### config.mk
export PLATFORM = sky130hd
export DESIGN_NAME = rgb_layer_blend_unit
export DESIGN_NICKNAME = d
export VERILOG_FILES = /design/src/rlb_pkg.sv /design/src/rgb_layer_blend_unit.sv
export SDC_FILE = /design/constraint.sdc
export NUM_CORES = 1
export LEC_CHECK = 0
export BUFFER_PORTS_ARGS = -buffer_cell sky130_fd_sc_hd__buf_2
export CAP_MARGIN = 30
export CORE_UTILIZATION = 45
export DETAILED_ROUTE_END_ITERATION = 16
export GPL_ROUTABILITY_DRIVEN = 0
export RECOVER_POWER = 50
export SLEW_MARGIN = 20
export SYNTH_ARGS = -nofsm -noshare
export SYNTH_HDL_FRONTEND = slang
export SYNTH_SLANG_ARGS = --single-unit
export TNS_END_PERCENT = 50
### constraint.sdc
create_clock -name clock -period 5.96 [get_ports clock]
set_input_delay 0.298 -clock clock [delete_from_list [all_inputs] [get_ports clock]]
set_output_delay 0.298 -clock clock [all_outputs]
set_load 0.005 [all_outputs]
### src/rlb_pkg.sv
// Package for the RGB layer blend unit: blend mode codes, channel constants
// and the divide-by-255 helper. Depends on nothing.
package rlb_pkg;

   localparam int unsigned CHAN_W    = 8;
   localparam int unsigned NUM_CHAN  = 3;
   localparam int unsigned PIXEL_W   = 32;
   localparam int unsigned OPACITY_W = 9;
   localparam int unsigned MODE_W    = 3;
   localparam int unsigned CSR_IDX_W = 2;
   localparam int unsigned PROD_W    = 16;

   localparam logic [CHAN_W-1:0]    CHAN_MAX    = 8'hFF;
   localparam logic [CHAN_W-1:0]    ALPHA_BYTE  = 8'hFF;
   localparam logic [OPACITY_W-1:0] OPACITY_ONE = 9'd256;

   // Blend mode codes; codes 5 to 7 pass the destination through
   typedef enum logic [MODE_W-1:0] {
      MODE_NORMAL   = 3'd0,
      MODE_ADD      = 3'd1,
      MODE_MULTIPLY = 3'd2,
      MODE_SCREEN   = 3'd3,
      MODE_OVERLAY  = 3'd4
   } blend_mode_type;

   // Register indexes on the configuration port
   typedef enum logic [CSR_IDX_W-1:0] {
      CSR_BLEND_MODE = 2'd0,
      CSR_OPACITY    = 2'd1
   } csr_index_type;

   typedef logic [NUM_CHAN-1:0][CHAN_W-1:0] chan_vec_type;
   typedef logic [NUM_CHAN-1:0][PROD_W-1:0] prod_vec_type;

   // Exact x / 255 for x up to 65025: (x + (x >> 8) + 1) >> 8
   function automatic logic [CHAN_W-1:0] div255(input logic [PROD_W-1:0] x);
      logic [PROD_W:0] sum;
      sum = {1'b0, x} + {9'b0, x[PROD_W-1:CHAN_W]} + 17'd1;
      return sum[PROD_W-1:CHAN_W];
   endfunction

endpackage

### src/rgb_layer_blend_unit.sv
// Top level of the RGB layer blend unit: a three-stage pixel pipeline with
// blend mode and opacity registers. Depends on rlb_pkg.
//
//  channel | direction | handshake              | payload
//  req     | in        | req_valid / req_stall  | req_src_pixel, req_dst_pixel
//  rsp     | out       | rsp_valid / rsp_stall  | rsp_out_pixel
//  csr     | in        | csr_valid / csr_ready  | csr_index, csr_wdata
//
// One pixel per clock while rsp_stall is low; a req beat is registered in
// stage 1, then stage 2, then stage 3, whose output drives the rsp beat.
// Stage 1 forms the per-channel product, stage 2 divides by 255 and
// saturates add, stage 3 mixes with the destination by opacity (not in add).
// Synchronous reset clears the stage valid bits and loads mode normal and
// opacity 256. Each stage holds while its successor is full and stalled;
// empty stages keep filling, so bubbles close up under rsp_stall.
module rgb_layer_blend_unit (
   input  logic                         clock,
   input  logic                         reset,
   input  logic                         req_valid,
   output logic                         req_stall,
   input  logic [rlb_pkg::PIXEL_W-1:0]  req_src_pixel,
   input  logic [rlb_pkg::PIXEL_W-1:0]  req_dst_pixel,
   output logic                         rsp_valid,
   input  logic                         rsp_stall,
   output logic [rlb_pkg::PIXEL_W-1:0]  rsp_out_pixel,
   input  logic                         csr_valid,
   output logic                         csr_ready,
   input  logic [rlb_pkg::CSR_IDX_W-1:0] csr_index,
   input  logic [rlb_pkg::OPACITY_W-1:0] csr_wdata
);
   import rlb_pkg::*;

   // Configuration registers; opacity is stored already saturated at 256
   logic [MODE_W-1:0]    mode_ff, mode_in;
   logic [OPACITY_W-1:0] opacity_ff, opacity_in;

   // Stage valid bits and advance enables
   logic s1_valid_ff, s1_valid_in;
   logic s2_valid_ff, s2_valid_in;
   logic s3_valid_ff, s3_valid_in;
   logic s1_en, s2_en, s3_en;

   // Stage payloads
   prod_vec_type          s1_prod_ff, s1_prod_in;
   chan_vec_type          s1_src_ff;
   logic [PIXEL_W-1:0]    s1_dst_ff;
   logic                  s1_bypass_ff, s1_bypass_in;
   chan_vec_type          s2_blend_ff, s2_blend_in;
   logic [PIXEL_W-1:0]    s2_dst_ff;
   logic                  s2_bypass_ff;
   logic [PIXEL_W-1:0]    s3_pixel_ff, s3_pixel_in;

   logic is_add;
   assign is_add = (mode_ff == MODE_ADD);

   // Accept every write; saturate opacity above one
   assign csr_ready = 1'b1;

   always_comb begin
      mode_in    = mode_ff;
      opacity_in = opacity_ff;
      if (csr_valid) begin
         case (csr_index)
            CSR_BLEND_MODE: mode_in    = csr_wdata[MODE_W-1:0];
            CSR_OPACITY:    opacity_in = csr_wdata[OPACITY_W-1] ? OPACITY_ONE : csr_wdata;
            default:        ;
         endcase
      end
   end

   // Advance a stage when it is empty or its successor frees up
   assign s3_en     = !s3_valid_ff || !rsp_stall;
   assign s2_en     = !s2_valid_ff || s3_en;
   assign s1_en     = !s1_valid_ff || s2_en;
   assign req_stall = !s1_en;

   assign s1_valid_in = s1_en ? req_valid   : s1_valid_ff;
   assign s2_valid_in = s2_en ? s1_valid_ff : s2_valid_ff;
   assign s3_valid_in = s3_en ? s2_valid_ff : s3_valid_ff;

   // Stage 1: pick multiplier operands per mode, one product per channel
   always_comb begin
      logic [CHAN_W-1:0]    s, d, sc, dc;
      logic [CHAN_W-1:0]    op_x;
      logic [OPACITY_W-1:0] op_y;
      logic [PROD_W:0]      prod;
      s1_prod_in = '0;
      for (int k = 0; k < NUM_CHAN; k++) begin
         s  = req_src_pixel[k*CHAN_W +: CHAN_W];
         d  = req_dst_pixel[k*CHAN_W +: CHAN_W];
         sc = CHAN_MAX - s;
         dc = CHAN_MAX - d;
         case (mode_ff)
            MODE_ADD: begin
               op_x = s;
               op_y = opacity_ff;
            end
            MODE_MULTIPLY: begin
               op_x = s;
               op_y = {1'b0, d};
            end
            MODE_SCREEN: begin
               op_x = sc;
               op_y = {1'b0, dc};
            end
            MODE_OVERLAY: begin
               // doubled operand fits: the halved side stays below 128
               if (d[CHAN_W-1]) begin
                  op_x = sc;
                  op_y = {dc, 1'b0};
               end else begin
                  op_x = s;
                  op_y = {d, 1'b0};
               end
            end
            default: begin
               op_x = '0;
               op_y = '0;
            end
         endcase
         prod = {9'b0, op_x} * {8'b0, op_y};
         s1_prod_in[k] = prod[PROD_W-1:0];
      end
   end

   // Pass the destination untouched for unused modes and black normal source
   assign s1_bypass_in = (mode_ff > MODE_OVERLAY) ||
                         ((mode_ff == MODE_NORMAL) && (req_src_pixel[23:0] == 24'd0));

   // Stage 2: divide by 255, fold screen and overlay, saturate add
   always_comb begin
      logic [CHAN_W-1:0] s, d, q;
      logic [CHAN_W:0]   sum;
      s2_blend_in = '0;
      for (int k = 0; k < NUM_CHAN; k++) begin
         s   = s1_src_ff[k];
         d   = s1_dst_ff[k*CHAN_W +: CHAN_W];
         q   = div255(s1_prod_ff[k]);
         sum = {1'b0, d} + {1'b0, s1_prod_ff[k][PROD_W-1:CHAN_W]};
         case (mode_ff)
            MODE_NORMAL:   s2_blend_in[k] = s;
            MODE_ADD:      s2_blend_in[k] = sum[CHAN_W] ? CHAN_MAX : sum[CHAN_W-1:0];
            MODE_MULTIPLY: s2_blend_in[k] = q;
            MODE_SCREEN:   s2_blend_in[k] = CHAN_MAX - q;
            MODE_OVERLAY:  s2_blend_in[k] = d[CHAN_W-1] ? (CHAN_MAX - q) : q;
            default:       s2_blend_in[k] = d;
         endcase
      end
   end

   // Stage 3: mix as d*256 + (m - d)*a, then drop the fraction; add mode passes m
   always_comb begin
      logic [CHAN_W-1:0]        m, d;
      logic signed [CHAN_W:0]   diff;
      logic signed [18:0]       acc;
      chan_vec_type             res;
      res = '0;
      for (int k = 0; k < NUM_CHAN; k++) begin
         m    = s2_blend_ff[k];
         d    = s2_dst_ff[k*CHAN_W +: CHAN_W];
         diff = $signed({1'b0, m}) - $signed({1'b0, d});
         acc  = $signed({3'b0, d, 8'b0}) +
                (19'(diff) * 19'($signed({1'b0, opacity_ff})));
         res[k] = is_add ? m : acc[15:8];
      end
      s3_pixel_in = s2_bypass_ff ? s2_dst_ff : {ALPHA_BYTE, res[2], res[1], res[0]};
   end

   // Control state
   always_ff @(posedge clock) begin
      if (reset) begin
         mode_ff     <= MODE_NORMAL;
         opacity_ff  <= OPACITY_ONE;
         s1_valid_ff <= 1'b0;
         s2_valid_ff <= 1'b0;
         s3_valid_ff <= 1'b0;
      end else begin
         mode_ff     <= mode_in;
         opacity_ff  <= opacity_in;
         s1_valid_ff <= s1_valid_in;
         s2_valid_ff <= s2_valid_in;
         s3_valid_ff <= s3_valid_in;
      end
   end

   // Payload registers; hold while the stage is stalled
   always_ff @(posedge clock) begin
      if (s1_en) begin
         s1_prod_ff   <= s1_prod_in;
         s1_src_ff    <= req_src_pixel[23:0];
         s1_dst_ff    <= req_dst_pixel;
         s1_bypass_ff <= s1_bypass_in;
      end
      if (s2_en) begin
         s2_blend_ff  <= s2_blend_in;
         s2_dst_ff    <= s1_dst_ff;
         s2_bypass_ff <= s1_bypass_ff;
      end
      if (s3_en) begin
         s3_pixel_ff  <= s3_pixel_in;
      end
   end

   assign rsp_valid     = s3_valid_ff;
   assign rsp_out_pixel = s3_pixel_ff;

endmodule
# Word-level counts from Yosys, hierarchy flattened

Index checks and enable logic that the tools add are counted.

$add $sub $neg: 24
Multipliers: 6
Magnitude comparators: 1
Eq/ne operators: 5
Multiplexer cells: 26
Reductions and logical operators: 16

Operators with widths:

| cell                                                            | number |
|---|---|
| 8-bit one-hot mux with 5 select lines                           | 3 |
| 9-bit one-hot mux with 4 select lines                           | 3 |
| 8-bit 2-to-1 mux                                                | 12 |
| 8-bit one-hot mux with 3 select lines                           | 3 |
| 8-bit subtractor, first input constant                          | 9 |
| 16-bit by 1-bit adder with 16-bit output, second input constant | 3 |
| 16-bit adder                                                    | 3 |
| 16-bit by 8-bit adder with 16-bit output                        | 3 |
| 8-bit by 9-bit multiplier with 16-bit output                    | 3 |
| 9-bit by 10-bit multiplier with 16-bit output                   | 3 |
| 9-bit 2-to-1 mux                                                | 4 |
| 8-bit by 8-bit adder with 9-bit output                          | 3 |
| 8-bit by 8-bit subtractor with 9-bit output                     | 3 |
| 24-bit zero test                                                | 1 |
| 24-bit 2-to-1 mux                                               | 1 |
| 3-bit by 2-bit == test with 1-bit output, second input constant | 2 |
| 1-bit zero test                                                 | 5 |
| 1-bit logical OR                                                | 4 |
| 2-bit AND reduction                                             | 2 |
| 3-bit by 1-bit == test with 1-bit output, second input constant | 1 |
| 3-bit == test, second input constant                            | 1 |
| 3-bit > comparator, second input constant                       | 1 |
| 3-bit zero test                                                 | 1 |
| 2-bit by 1-bit == test with 1-bit output, second input constant | 1 |
| other kinds (3)                                                 | 3 |

Bits in registers: 209
Word-level logic and storage cells: 98

# Logic depth before layout (Yosys ltp)

Gate-level depths: netlist (run 1).

Depth in word-level cells: 5
Gate-level depth with buffers: 27
Gate-level depth less buffers: 26

# Worst setup path after synthesis (run 1)

OpenSTA, ideal clock, no wires.

Kind: register to register
From: register s2_dst_ff[8]
To: register s3_pixel_ff[14], in the netlist rsp_out_pixel[14], data pin
Library setup time: 0.261 ns
Arrival: 5.919 ns
Setup slack: -0.220 ns
Stages on the path, launching flop included: 23
Buffers on the path: 0
Clock period less this slack: 6.180 ns
Cell sequence: edfxtp_1 -> ha_1 -> fa_1 -> nor2b_1 -> o2111ai_1 -> and4b_1 -> xnor2_1 -> nand2_1 -> fa_1 -> fa_1 -> inv_1 -> fa_1 -> fa_1 -> fa_1 -> ha_1 -> or2_2 -> a21oi_1 -> a311oi_1 -> a21oi_1 -> nor2b_1 -> nor2_1 -> xnor2_1 -> a221o_1

Longest elaborated chain between the ends: 5

Ends and longest elaborated chain:

| element                                       | RTL line                    | RTL |
|---|---|---|
| start: declaration                            | rgb_layer_blend_unit.sv:49  | `logic [PIXEL_W-1:0] s2_dst_ff;` |
| start signal: assignment                      | rgb_layer_blend_unit.sv:196 | `s2_dst_ff <= s1_dst_ff;` |
| 8-bit by 8-bit subtractor with 9-bit output   | rgb_layer_blend_unit.sv:161 | `diff = $signed({1'b0, m}) - $signed({1'b0, d});` |
| 9-bit by 10-bit multiplier with 16-bit output | rgb_layer_blend_unit.sv:163 | `(19'(diff) * 19'($signed({1'b0, opacity_ff})));` |
| 16-bit adder (*)                              | rgb_layer_blend_unit.sv:162 | `acc = $signed({3'b0, d, 8'b0}) +` |
| 8-bit 2-to-1 mux (*)                          | rgb_layer_blend_unit.sv:164 | `res[k] = is_add ? m : acc[15:8];` |
| 24-bit 2-to-1 mux (*)                         | rgb_layer_blend_unit.sv:166 | `s3_pixel_in = s2_bypass_ff ? s2_dst_ff : {ALPHA_BYTE, res[2], res[1], res[0]};` |
| via s3_pixel_in[14]                           | rgb_layer_blend_unit.sv:51  | `logic [PIXEL_W-1:0] s3_pixel_ff, s3_pixel_in;` |
| end signal: assignment                        | rgb_layer_blend_unit.sv:200 | `s3_pixel_ff <= s3_pixel_in;` |
| end: declaration                              | rgb_layer_blend_unit.sv:51  |  |

Mark *: on every way through the listed nets, which the timed path passes. The rest lies on a longest branch.
A chain may end at the register's enable or synchronous reset.

# Final worst setup path (run 1)

From: register s2_dst_ff[16]
To: register s3_pixel_ff[23], in the netlist rsp_out_pixel[23], data pin

Same word-level chain as after synthesis.

==> results of run 1 <==
-- cells in the final DEF (no fill, tap or decap), types with 18 or more instances in the layout --
cell type	instances
inv_1	416
fa_1	291
nor2_1	255
ha_1	252
nand2_1	248
buf_4	230
edfxtp_1	194
a21oi_1	144
xnor2_1	122
and2_1	100
xor2_1	97
nand2b_1	90
nor2b_1	71
o21ai_0	65
buf_2	57
clkbuf_1	52
nor3_1	35
a21o_1	30
nand3_1	24
clkbuf_16	23
mux2i_1	18
-- area by class of cell --
type                    instances  share of cell area [%]
well taps                     773                    3.02
clock buffers                  29                    1.96
repair buffers                360                    7.84
multi-input cells            2230                    62.4
inverters                     426                    4.99
clock inverters                12                   0.609
diodes                          3                  0.0234
flip-flops and latches        209                    19.1
-- registers in the layout, indices dropped and copies added, names as in the netlist --
register       cells
s1_prod_ff        48
rsp_out_pixel     32
s1_dst_ff         32
s2_dst_ff         32
s1_src_ff         24
s2_blend_ff       24
opacity_ff         9
mode_ff            3
rsp_valid          1
s1_bypass_ff       1
s1_valid_ff        1
s2_bypass_ff       1
s2_valid_ff        1
-- logic make-up (layout without fill, tap and decap cells) --
family / after synthesis / after routing / share of synthesized area [%]
other: 1 / 4 / 0.0137
buffers and inverters: 532 / 827 / 7.39
DFF: 209 / 209 / 22.4
xor gates and xnor gates: 232 / 232 / 7.43
muxes: 26 / 26 / 0.989
and+or+nand+nor: 961 / 961 / 17.2
adders and majority gates: 570 / 570 / 34.2
AOI/OAI and AO/OA: 440 / 440 / 10.3
-- stage by stage --
stage	cell area (um^2)	TNS, ns	util, %
2_1_floorplan	27500	-0.0483	-
6_report	32100	-3.39	53.9
3_3_place_gp	30200	-3.17	50.8
5_1_grt	32100	-7.91	53.9
3_5_place_dp	30200	-5.96	50.8
4_1_cts	31700	-1.52	53.4
-- worst max-delay path, cell delays in order, from the launching register on --
cell       delay [ns]
edfxtp_1         0.41
ha_2             0.22
fa_2             0.39
nor2b_4          0.14
o2111ai_2        0.16
and4b_1          0.27
xnor2_2          0.14
buf_4            0.15
and2_4           0.16
fa_1             0.54
fa_1             0.44
fa_1             0.52
fa_1             0.43
fa_1             0.53
ha_4             0.21
or2_4            0.25
a21oi_4          0.17
a311oi_4         0.08
a21oi_4          0.21
nor2b_4          0.06
buf_4            0.13
a21oi_2          0.15
xnor2_1          0.14
o31ai_1          0.08
-- routing by layer --
layer / track usage [%] / share of wire [%] / vias to the layer above / routed length (um)
met4: 9.81 / 4.0 / 2 / 3040
met3: 1.83 / 4.6 / 160 / 3470
li1: - / - / 10300 / -
met2: 41.1 / 48 / 576 / 35800
met1: 32.5 / 44 / 10800 / 32900
met5: 0 / 0.015 / - / 11
-- power breakdown --
| part | leakage (uW) | total (uW) | switching (uW) | internal [uW] |
|---|---|---|---|---|
| sequential | 0.00224 | 2040 | 108 | 1930 |
| combinational | 0.0124 | 6380 | 3130 | 3250 |
| clock | 0.000406 | 1560 | 600 | 964 |
-- worst min path at each step --
| stage | end | cells after the start |
|---|---|---|
| after CTS | s1_dst_ff[16]$_DFFE_PN_ | 1 |
| after global placement | s2_dst_ff[31]$_DFFE_PP_ | 0 |
| after global routing | rsp_valid$_SDFFE_PP0P_ | 3 |
| final | rsp_valid$_SDFFE_PP0P_ | 3 |
| after detailed placement | s2_dst_ff[31]$_DFFE_PP_ | 0 |
| after floorplan | mode_ff[2]$_SDFFE_PP0P_ | 1 |
-- timing repair --
item	in CTS	in global routing
hold buffers	11	0
resized for setup	83	60
endpoints found under the hold margin	11	0
pin swaps	39	44
setup endpoints to repair	20	27
buffers inserted	23	12
==> metrics, run 1 <==
Cells after DPL 3,952; reg2reg end rsp_out_pixel[23]$_DFFE_PP_; Critical Path Fanout Max 4; Startpoint Class flop; # IOs 115; unrepaired setup endpoints after global routing true; Synth Register Bits 209; most used flip-flop cell after synthesis edfxtp_1; initial core utilization 46.0%; area of the multi-input gates 20,000 um^2; min setup slack post-route -0.307 ns; # clock sinks 209; DR DRC count 0; Routed WL 75,200 um; most numerous cell in the Yosys netlist inv_1; DR vias 21,900; clock buffer depth 3; failing checks max-capacitance violations, max-slew violations, negative setup slack; register area 6130 um^2; first-pass GRT wire length 121,000 um; reg2reg setup slack -0.31 ns; Final Hold Viols 0; routed len/inst 18.6 um; Final setup violation count 18; Worst Tran Pin Value 1.83 ns; worst hold-check path type input pin to flop; relative slew slack -22.0%; Setup crit end rsp_out_pixel[23]$_DFFE_PP_; post-synthesis sequential area ratio 22.4%; fin crit share 105%; CORE AREA 59,500 um^2; layout cells sized above 1 15.5%; die height 248 um; max-slew violations 27; total CTS buffers 23; PwrDens 311 nW/um^2; CTS tree built; Buffers on Ports 105; Finished Layout Cells 4,042; maxcap violations 1; Setup Skew 0.00776 ns; Fill cells 5,500; CTS clk-pin slew, worst paths 0.06 ns; Initial DRC Count 1,472; YS warnings 0; FP Rows 89; GRT Util Overall 24.4%; GR Overflow Total 0; status finished with violations; htree depth 1; Final Critical Period 6.27 ns; maximum VDD drop 0.212 mV; ranking of synthesized cells by area fa_1, edfxtp_1, ha_1; pin count of the biggest net entering global routing 81; Synth cell types 74; die width 248 um; Overall Power 9980 uW; Arr. time, crit path 6.53 ns; crit end category flop; Routed Antenna Nets 0; clk_lat worst skew 0.53 ns; Reg2Reg Depth 23; worst r2r src s2_dst_ff[16]$_DFFE_PP_; Layout Nets 3,900; initial antenna violation count 3; HP Start rsp_stall; Critical path origin s2_dst_ff[16]$_DFFE_PP_; Post-Synthesis Cells 2,971; Mapped Avg Cell Area 9.20 um^2; Req. time, crit path 6.22 ns; leakage dissipation 0.0150 uW; Synth async-reset ratio 0%; top post-synthesis cells by count inv_1, fa_1, ha_1; die area 61,700 um^2; area leader, netlist fa_1; DRT Pass-1 Iters 5; Netlist Area Pre-Place 27,300 um^2; Via-to-Cell Ratio 5.41; number of global-route vias before repair 22,600; Root Driver clkbuf_16; detailed placement HPWL 58,900 um; Post-Syn Nets 3,621; Synth top area share 21.8%; hold slack 0.0267 ns; number of synthesized flops with an enable pin 194; Setup WS pre-CTS -0.496 ns; Setup CP Type flop to flop; FMAX 160 MHz; Area Overhead vs Synth 17.3%
Note: power is estimated with default switching activity, not from simulation.
==> run 2: changes to the inputs <==
--- a/config.mk
+++ b/config.mk
@@ -11,6 +11,7 @@
 export DETAILED_ROUTE_END_ITERATION = 16
 export GPL_ROUTABILITY_DRIVEN = 0
 export RECOVER_POWER = 50
+export REMOVE_ABC_BUFFERS = 1
 export SLEW_MARGIN = 20
 export SYNTH_ARGS = -nofsm -noshare
 export SYNTH_HDL_FRONTEND = slang
==> run 2 against run 1 <==
Effect of this change: the flow finishes with violations (negative setup slack); maximum frequency up 1.1%; power fell by 0.92%; combinational power decreased by 0.9%; die area did not move; global-route usage rose by 0.088 points; non-clock buffer count is 25 higher; sequential share of layout area shrank 0.097 points; sequential cell count unchanged; final area rose by 0.51%; core utilization up 0.27 points; worst setup slack improved by 0.069 ns; largest power group unchanged.
==> metrics, run 2 (synthesis gave the netlist of run 1 again) <==
DR DRC count 0; failing checks negative setup slack; clk_lat worst skew 0.54 ns; Final setup violation count 14; Root Driver clkbuf_16; Max stage delay on crit path 0.57 ns; worst hold-check path type input pin to flop; min setup slack post-route -0.238 ns; reg2reg setup slack -0.24 ns; status finished with violations; leakage dissipation 0.0151 uW; die area 61,700 um^2; die width 248 um; met2 routed WL 37,300 um; Buffers on Ports 105; total CTS buffers 23; CP cell instances ha_4 > fa_2 > nor2b_4 > o2111ai_2 > and4b_1 > xnor2_2 > buf_4 > and2_4 > fa_1 > fa_1 > fa_1 > fa_1 > inv_1 > fa_1 > inv_2 > ha_4 > inv_2 > a311oi_2 > a21oi_2 > nor2b_2 > buf_4 > nor3_2 > a211oi_2 > a21oi_1; Layout Nets 3,925; Initial DRC Count 1,250; Arr. time, crit path 6.47 ns; Via-to-Cell Ratio 5.41; Crit-path slowest cell fa_1; max-slew violations 0; commonest cells after routing, fill and taps aside inv_1, fa_1, buf_4; crit end category flop; Req. time, crit path 6.23 ns; DRT Pass-1 Iters 7; largest register by flop count s1_prod_ff; CORE AREA 59,500 um^2; Reg2Reg Depth 24; unrepaired setup endpoints after global routing true; PwrDens 307 nW/um^2; Routed WL 75,300 um; maxcap violations 0; CTS tree built; detailed placement HPWL 59,200 um; # IOs 115; fin crit share 104%; FP Rows 89; Startpoint Class flop; metal3 WL 3450 um; initial core utilization 46.0%; DR vias 22,000; pin count of the biggest net entering global routing 69; CTS clk-pin slew, worst paths 0.07 ns; GRT Util Overall 24.5%; Worst Tran Pin Value 1.23 ns; Setup CP Type flop to flop; Design Area, Final 32,200 um^2; die height 248 um; Max Used Layer met4; Placed Area 30,400 um^2; Area Overhead vs Synth 17.9%; # clock sinks 209; initial antenna violation count 2; Final Critical Period 6.20 ns; most common cell after layout, fill and taps aside inv_1; clock buffer depth 3; reg2reg end rsp_out_pixel[13]$_DFFE_PP_; htree depth 1; FMAX 161 MHz; worst r2r src s2_dst_ff[8]$_DFFE_PP_; Routed Antenna Nets 0; Final Hold Viols 0; GR Overflow Total 0; Critical Path Fanout Max 5; layout cells sized above 1 16.0%; routed len/inst 18.5 um; relative slew slack 17.7%; Finished Layout Cells 4,066; max FFs per register 48; WL met1 32,100 um; first-pass GRT wire length 121,000 um; number of global-route vias before repair 22,800; maximum VDD drop 0.261 mV; crit-path most repeated cell fa_1; Setup crit end rsp_out_pixel[13]$_DFFE_PP_; Setup Skew 0.0294 ns; Critical path origin s2_dst_ff[8]$_DFFE_PP_; Fill cells 5,429; Cells after DPL 3,992
[run 2: cell types whose count changed in the layout (fill, tap and decap cells not counted), moves of 4 or more]
cell        before  now
buf_4          230  259
a21oi_1        144  140
fa_1           291  287
nand2_2          7    0
fa_2             6   10
nand2_1        248  255
a21oi_2         14   18
clkinvlp_4       0    4
[run 2: worst max-delay path: cells and delay by family, from the launching register on]
family / cells / cell delay [ns]
fa+ha+maj: 8 / 3.32
buf+inv: 5 / 0.43
flops: 1 / 0.43
simple gates: 5 / 0.72
compound gates: 5 / 0.85
xor+xnor: 1 / 0.18
[run 2: worst min path at each step]
stage | from | end | slack [ns] | cells past startpoint
floorplan | reset | mode_ff[0]$_SDFFE_PP0P_ | 0.37 | 1
global placement | s1_dst_ff[31]$_DFFE_PN_ | s2_dst_ff[31]$_DFFE_PP_ | 0.40 | 0
detailed placement | s1_dst_ff[29]$_DFFE_PN_ | s2_dst_ff[29]$_DFFE_PP_ | 0.40 | 0
CTS | req_dst_pixel[13] | s1_dst_ff[13]$_DFFE_PN_ | 0.006 | 1
global route | rsp_stall | rsp_valid$_SDFFE_PP0P_ | 0.03 | 3
finish | csr_wdata[2] | mode_ff[2]$_SDFFE_PP0P_ | 0.02 | 3
[run 2: layout make-up]
type                    count  area, um^2  share of cell area, %
multi-input cells        2230       20000                   62.1
flip-flops and latches    209        6130                   19.0
repair buffers            385        2710                   8.42
inverters                 426        1600                   4.96
well taps                 773         967                   3.00
clock buffers              25         583                   1.81
clock inverters            15         219                  0.679
diodes                      3        7.51                 0.0233
[run 2: metrics by stage]
step	total power [uW]	setup TNS (ns)	setup slack, ns	hold WS [ns]	utilization (%)
2_1_floorplan	5470	-74.44	-2.65	0.370	-
3_3_place_gp	7030	-3.85	-0.401	0.403	51.1
3_5_place_dp	7190	-7.83	-0.618	0.405	51.1
4_1_cts	9340	-2.22	-0.261	0.00558	53.4
5_1_grt	10700	-6.59	-0.464	0.0330	54.2
6_report	9890	-2.19	-0.238	0.0209	54.2
[run 2: routing by layer]
metal | vias up | GRT usage, %
li1 | 10300 | -
met1 | 10900 | 32.4
met2 | 618 | 42.3
met3 | 141 | 1.64
met4 | 0 | 8.39
met5 | - | 0
[run 2: repair_timing]
action,4_1_cts,5_1_grt
cloned,0,0
endpoints found under the hold margin,9,0
buffers inserted,15,15
gates resized for setup,74,88
pin swaps,40,58
endpoints found under the setup margin,21,28
hold buffers,9,0
[run 2: report_power, final]
part	switching, uW	total, uW	leakage, uW	internal [uW]
sequential	108	2040	0.00224	1930
combinational	3050	6320	0.0125	3270
clock	610	1540	0.000377	927
==> run 3: changes to the inputs <==
--- a/config.mk
+++ b/config.mk
@@ -7,9 +7,12 @@
 export LEC_CHECK = 0
 export BUFFER_PORTS_ARGS = -buffer_cell sky130_fd_sc_hd__buf_2
 export CAP_MARGIN = 30
-export CORE_UTILIZATION = 45
+export CELL_PAD_IN_SITES_DETAIL_PLACEMENT = 1
+export CELL_PAD_IN_SITES_GLOBAL_PLACEMENT = 2
+export CORE_UTILIZATION = 37
 export DETAILED_ROUTE_END_ITERATION = 16
 export GPL_ROUTABILITY_DRIVEN = 0
+export PLACE_DENSITY_LB_ADDON = 0.1
 export RECOVER_POWER = 50
 export REMOVE_ABC_BUFFERS = 1
 export SLEW_MARGIN = 20
==> constraint.sdc (replaced) <==
create_clock -name clock -period 5.96 [get_ports clock]
set_input_delay 0.298 -clock clock [delete_from_list [all_inputs] [get_ports clock]]
set_output_delay 0.298 -clock clock [all_outputs]
set_load 0.01 [all_outputs]
==> run 3 against run 2 <==
Effect of this change: the flow finishes with violations (design-rule violations, max-capacitance violations, max-slew violations, negative setup slack); global-route usage shrank 0.54 points; cell count grew 6.6%; worst setup slack lost 0.12 ns; routed wire length grew 18%; clock power grew 9%; hold slack gained 0.022 ns; count of clock-buffer cells in the layout grew 4; critical path type unchanged; critical endpoint is now rsp_out_pixel[22]$_DFFE_PP_; largest cell class unchanged.
==> metrics, run 3 (synthesis gave the netlist of run 1 again) <==
Core Util, Final 45.5%; Worst Tran Pin Value 1.70 ns; status finished with violations; Root Driver clkbuf_16; FMAX 158 MHz; clk_lat worst skew 0.56 ns; GRT Util Overall 23.9%; FP Rows 99; Via-to-Cell Ratio 5.13; Overall Power 10,400 uW; routed len/inst 20.4 um; # IOs 115; detailed placement HPWL 71,000 um; leakage dissipation 0.0156 uW; crit end category flop; Critical path origin s2_dst_ff[16]$_DFFE_PP_; Final setup violation count 19; Reg2Reg Depth 23; initial core utilization 37.4%; reg2reg setup slack -0.35 ns; Req. time, crit path 6.27 ns; PwrDens 313 nW/um^2; Setup crit end rsp_out_pixel[22]$_DFFE_PP_; die area 75,000 um^2; max FFs per register 48; sw frac 39.3%; Routed WL 88,500 um; maximum VDD drop 0.227 mV; Startpoint Class flop; Area Overhead vs Synth 21.6%; Sw Pwr 4080 uW; htree depth 1; first-pass GRT wire length 140,000 um; Routed Antenna Nets 0; Reg power frac 19.7%; # clock sinks 209; largest register by flop count s1_prod_ff; relative slew slack -13.2%; CTS clk-pin slew, worst paths 0.06 ns; commonest cells after routing, fill and taps aside inv_1, buf_4, fa_1; Setup Skew 0.0139 ns; most common cell after layout, fill and taps aside inv_1; fin crit share 106%; maxcap violations 1; pin count of the biggest net entering global routing 68; Critical Path Fanout Max 4; CORE AREA 73,100 um^2; Final Hold Viols 0; Inserted Diodes 0; min setup slack post-route -0.354 ns; Clock Power Share 16.2%; failing checks design-rule violations, max-capacitance violations, max-slew violations, negative setup slack; number of global-route vias before repair 24,500; Final Critical Period 6.31 ns; Setup CP Type flop to flop; Initial DRC Count 879; Arr. time, crit path 6.62 ns; GR Overflow Total 0; worst hold-check path type input pin to flop; Buffers on Ports 105; initial antenna violation count 3; DR DRC count 8; reg2reg end rsp_out_pixel[22]$_DFFE_PP_; DR vias 22,200; worst r2r src s2_dst_ff[16]$_DFFE_PP_; layout cells sized above 1 18.0%; Layout Nets 4,005; die height 274 um; max-slew violations 24; DRT Pass-1 Iters 11; total CTS buffers 26; clock buffer depth 3; Combinational Power Share 64.1%; unrepaired setup endpoints after global routing true; die width 274 um; internal power 6310 uW; CTS tree built
==> run 3: changes by cell type in the layout (fill, tap and decap cells not counted), moves of 6 or more <==
| cell | previous run | this run |
|---|---|---|
| inv_2 | 10 | 16 |
| inv_1 | 416 | 410 |
| dlygate4sd3_1 | 9 | 25 |
| buf_4 | 259 | 309 |
| buf_6 | 4 | 12 |
==> run 3: worst min path at each step <==
| stage | start | end | cells after the start |
|---|---|---|---|
| after floorplan | reset | mode_ff[0]$_SDFFE_PP0P_ | 1 |
| after global placement | s1_dst_ff[28]$_DFFE_PN_ | s2_dst_ff[28]$_DFFE_PP_ | 0 |
| after detailed placement | s1_dst_ff[30]$_DFFE_PN_ | s2_dst_ff[30]$_DFFE_PP_ | 0 |
| after CTS | req_dst_pixel[13] | s1_dst_ff[13]$_DFFE_PN_ | 1 |
| after global routing | csr_wdata[0] | mode_ff[0]$_SDFFE_PP0P_ | 3 |
| final | csr_wdata[0] | mode_ff[0]$_SDFFE_PP0P_ | 3 |
==> run 3: through the flow <==
stage | setup TNS (ns) | cells | setup WS [ns] | hold WS (ns) | area [um^2]
after floorplan | -74.44 | 2865 | -2.65 | 0.370 | 26900
after global placement | -6.10 | 4224 | -0.566 | 0.403 | 31000
after detailed placement | -9.14 | 4226 | -0.746 | 0.406 | 31000
after CTS | -4.45 | 4326 | -0.393 | 0.000215 | 33000
after global routing | -8.49 | 4334 | -0.550 | 0.0495 | 33200
final | -4.11 | 4334 | -0.354 | 0.0434 | 33200
==> run 3: power by group through the flow <==
stage                     clock network (uW)  logic [uW]  registers [uW]
after detailed placement                   0        5430            2080
after floorplan                            0        3430            2080
after CTS                               1720        6330            2050
after global routing                    1760        7390            2060
final                                   1680        6660            2050
after global placement                     0        5240            2080
==> run 3: critical path, cell delays in order, from the launching register on <==
cell,delay (ns)
edfxtp_1,0.44
ha_2,0.21
fa_2,0.37
nor2b_4,0.14
o2111ai_2,0.13
and4b_1,0.24
xnor2_2,0.15
buf_4,0.15
and2_4,0.15
fa_1,0.48
fa_1,0.53
fa_1,0.51
fa_1,0.49
inv_1,0.05
fa_1,0.49
inv_2,0.05
ha_4,0.28
a21oi_4,0.07
a311oi_4,0.38
a21oi_4,0.11
nor2b_4,0.15
nor2_2,0.06
xnor2_1,0.12
a221o_1,0.31
==> run 3: metal layers <==
layer | vias up | routed length [um] | GRT usage, % | part of all wire [%]
li1 | 10500 | - | - | -
met1 | 11300 | 39400 | 30.8 | 45
met2 | 271 | 45300 | 43.4 | 51
met3 | 116 | 1600 | 1.41 | 1.8
met4 | 0 | 2190 | 5.84 | 2.5
met5 | - | 0 | 0 | 0
==> run 3: timing repair <==
action	in CTS	in global routing
endpoints found under the hold margin	25	0
buffers inserted	33	12
endpoints found under the setup margin	22	34
resized for setup	116	76
pin swaps	92	69
hold buffers	25	0
==> run 3: area by class of cell <==
| cell class | count | area (um^2) |
|---|---|---|
| fillers | 8343 | 39800 |
| repair buffers | 462 | 3370 |
| well taps | 959 | 1200 |
| inverters | 426 | 1600 |
| clock buffers | 29 | 662 |
| multi-input cells | 2230 | 20100 |
| clock inverters | 19 | 225 |
| flip-flops and latches | 209 | 6130 |
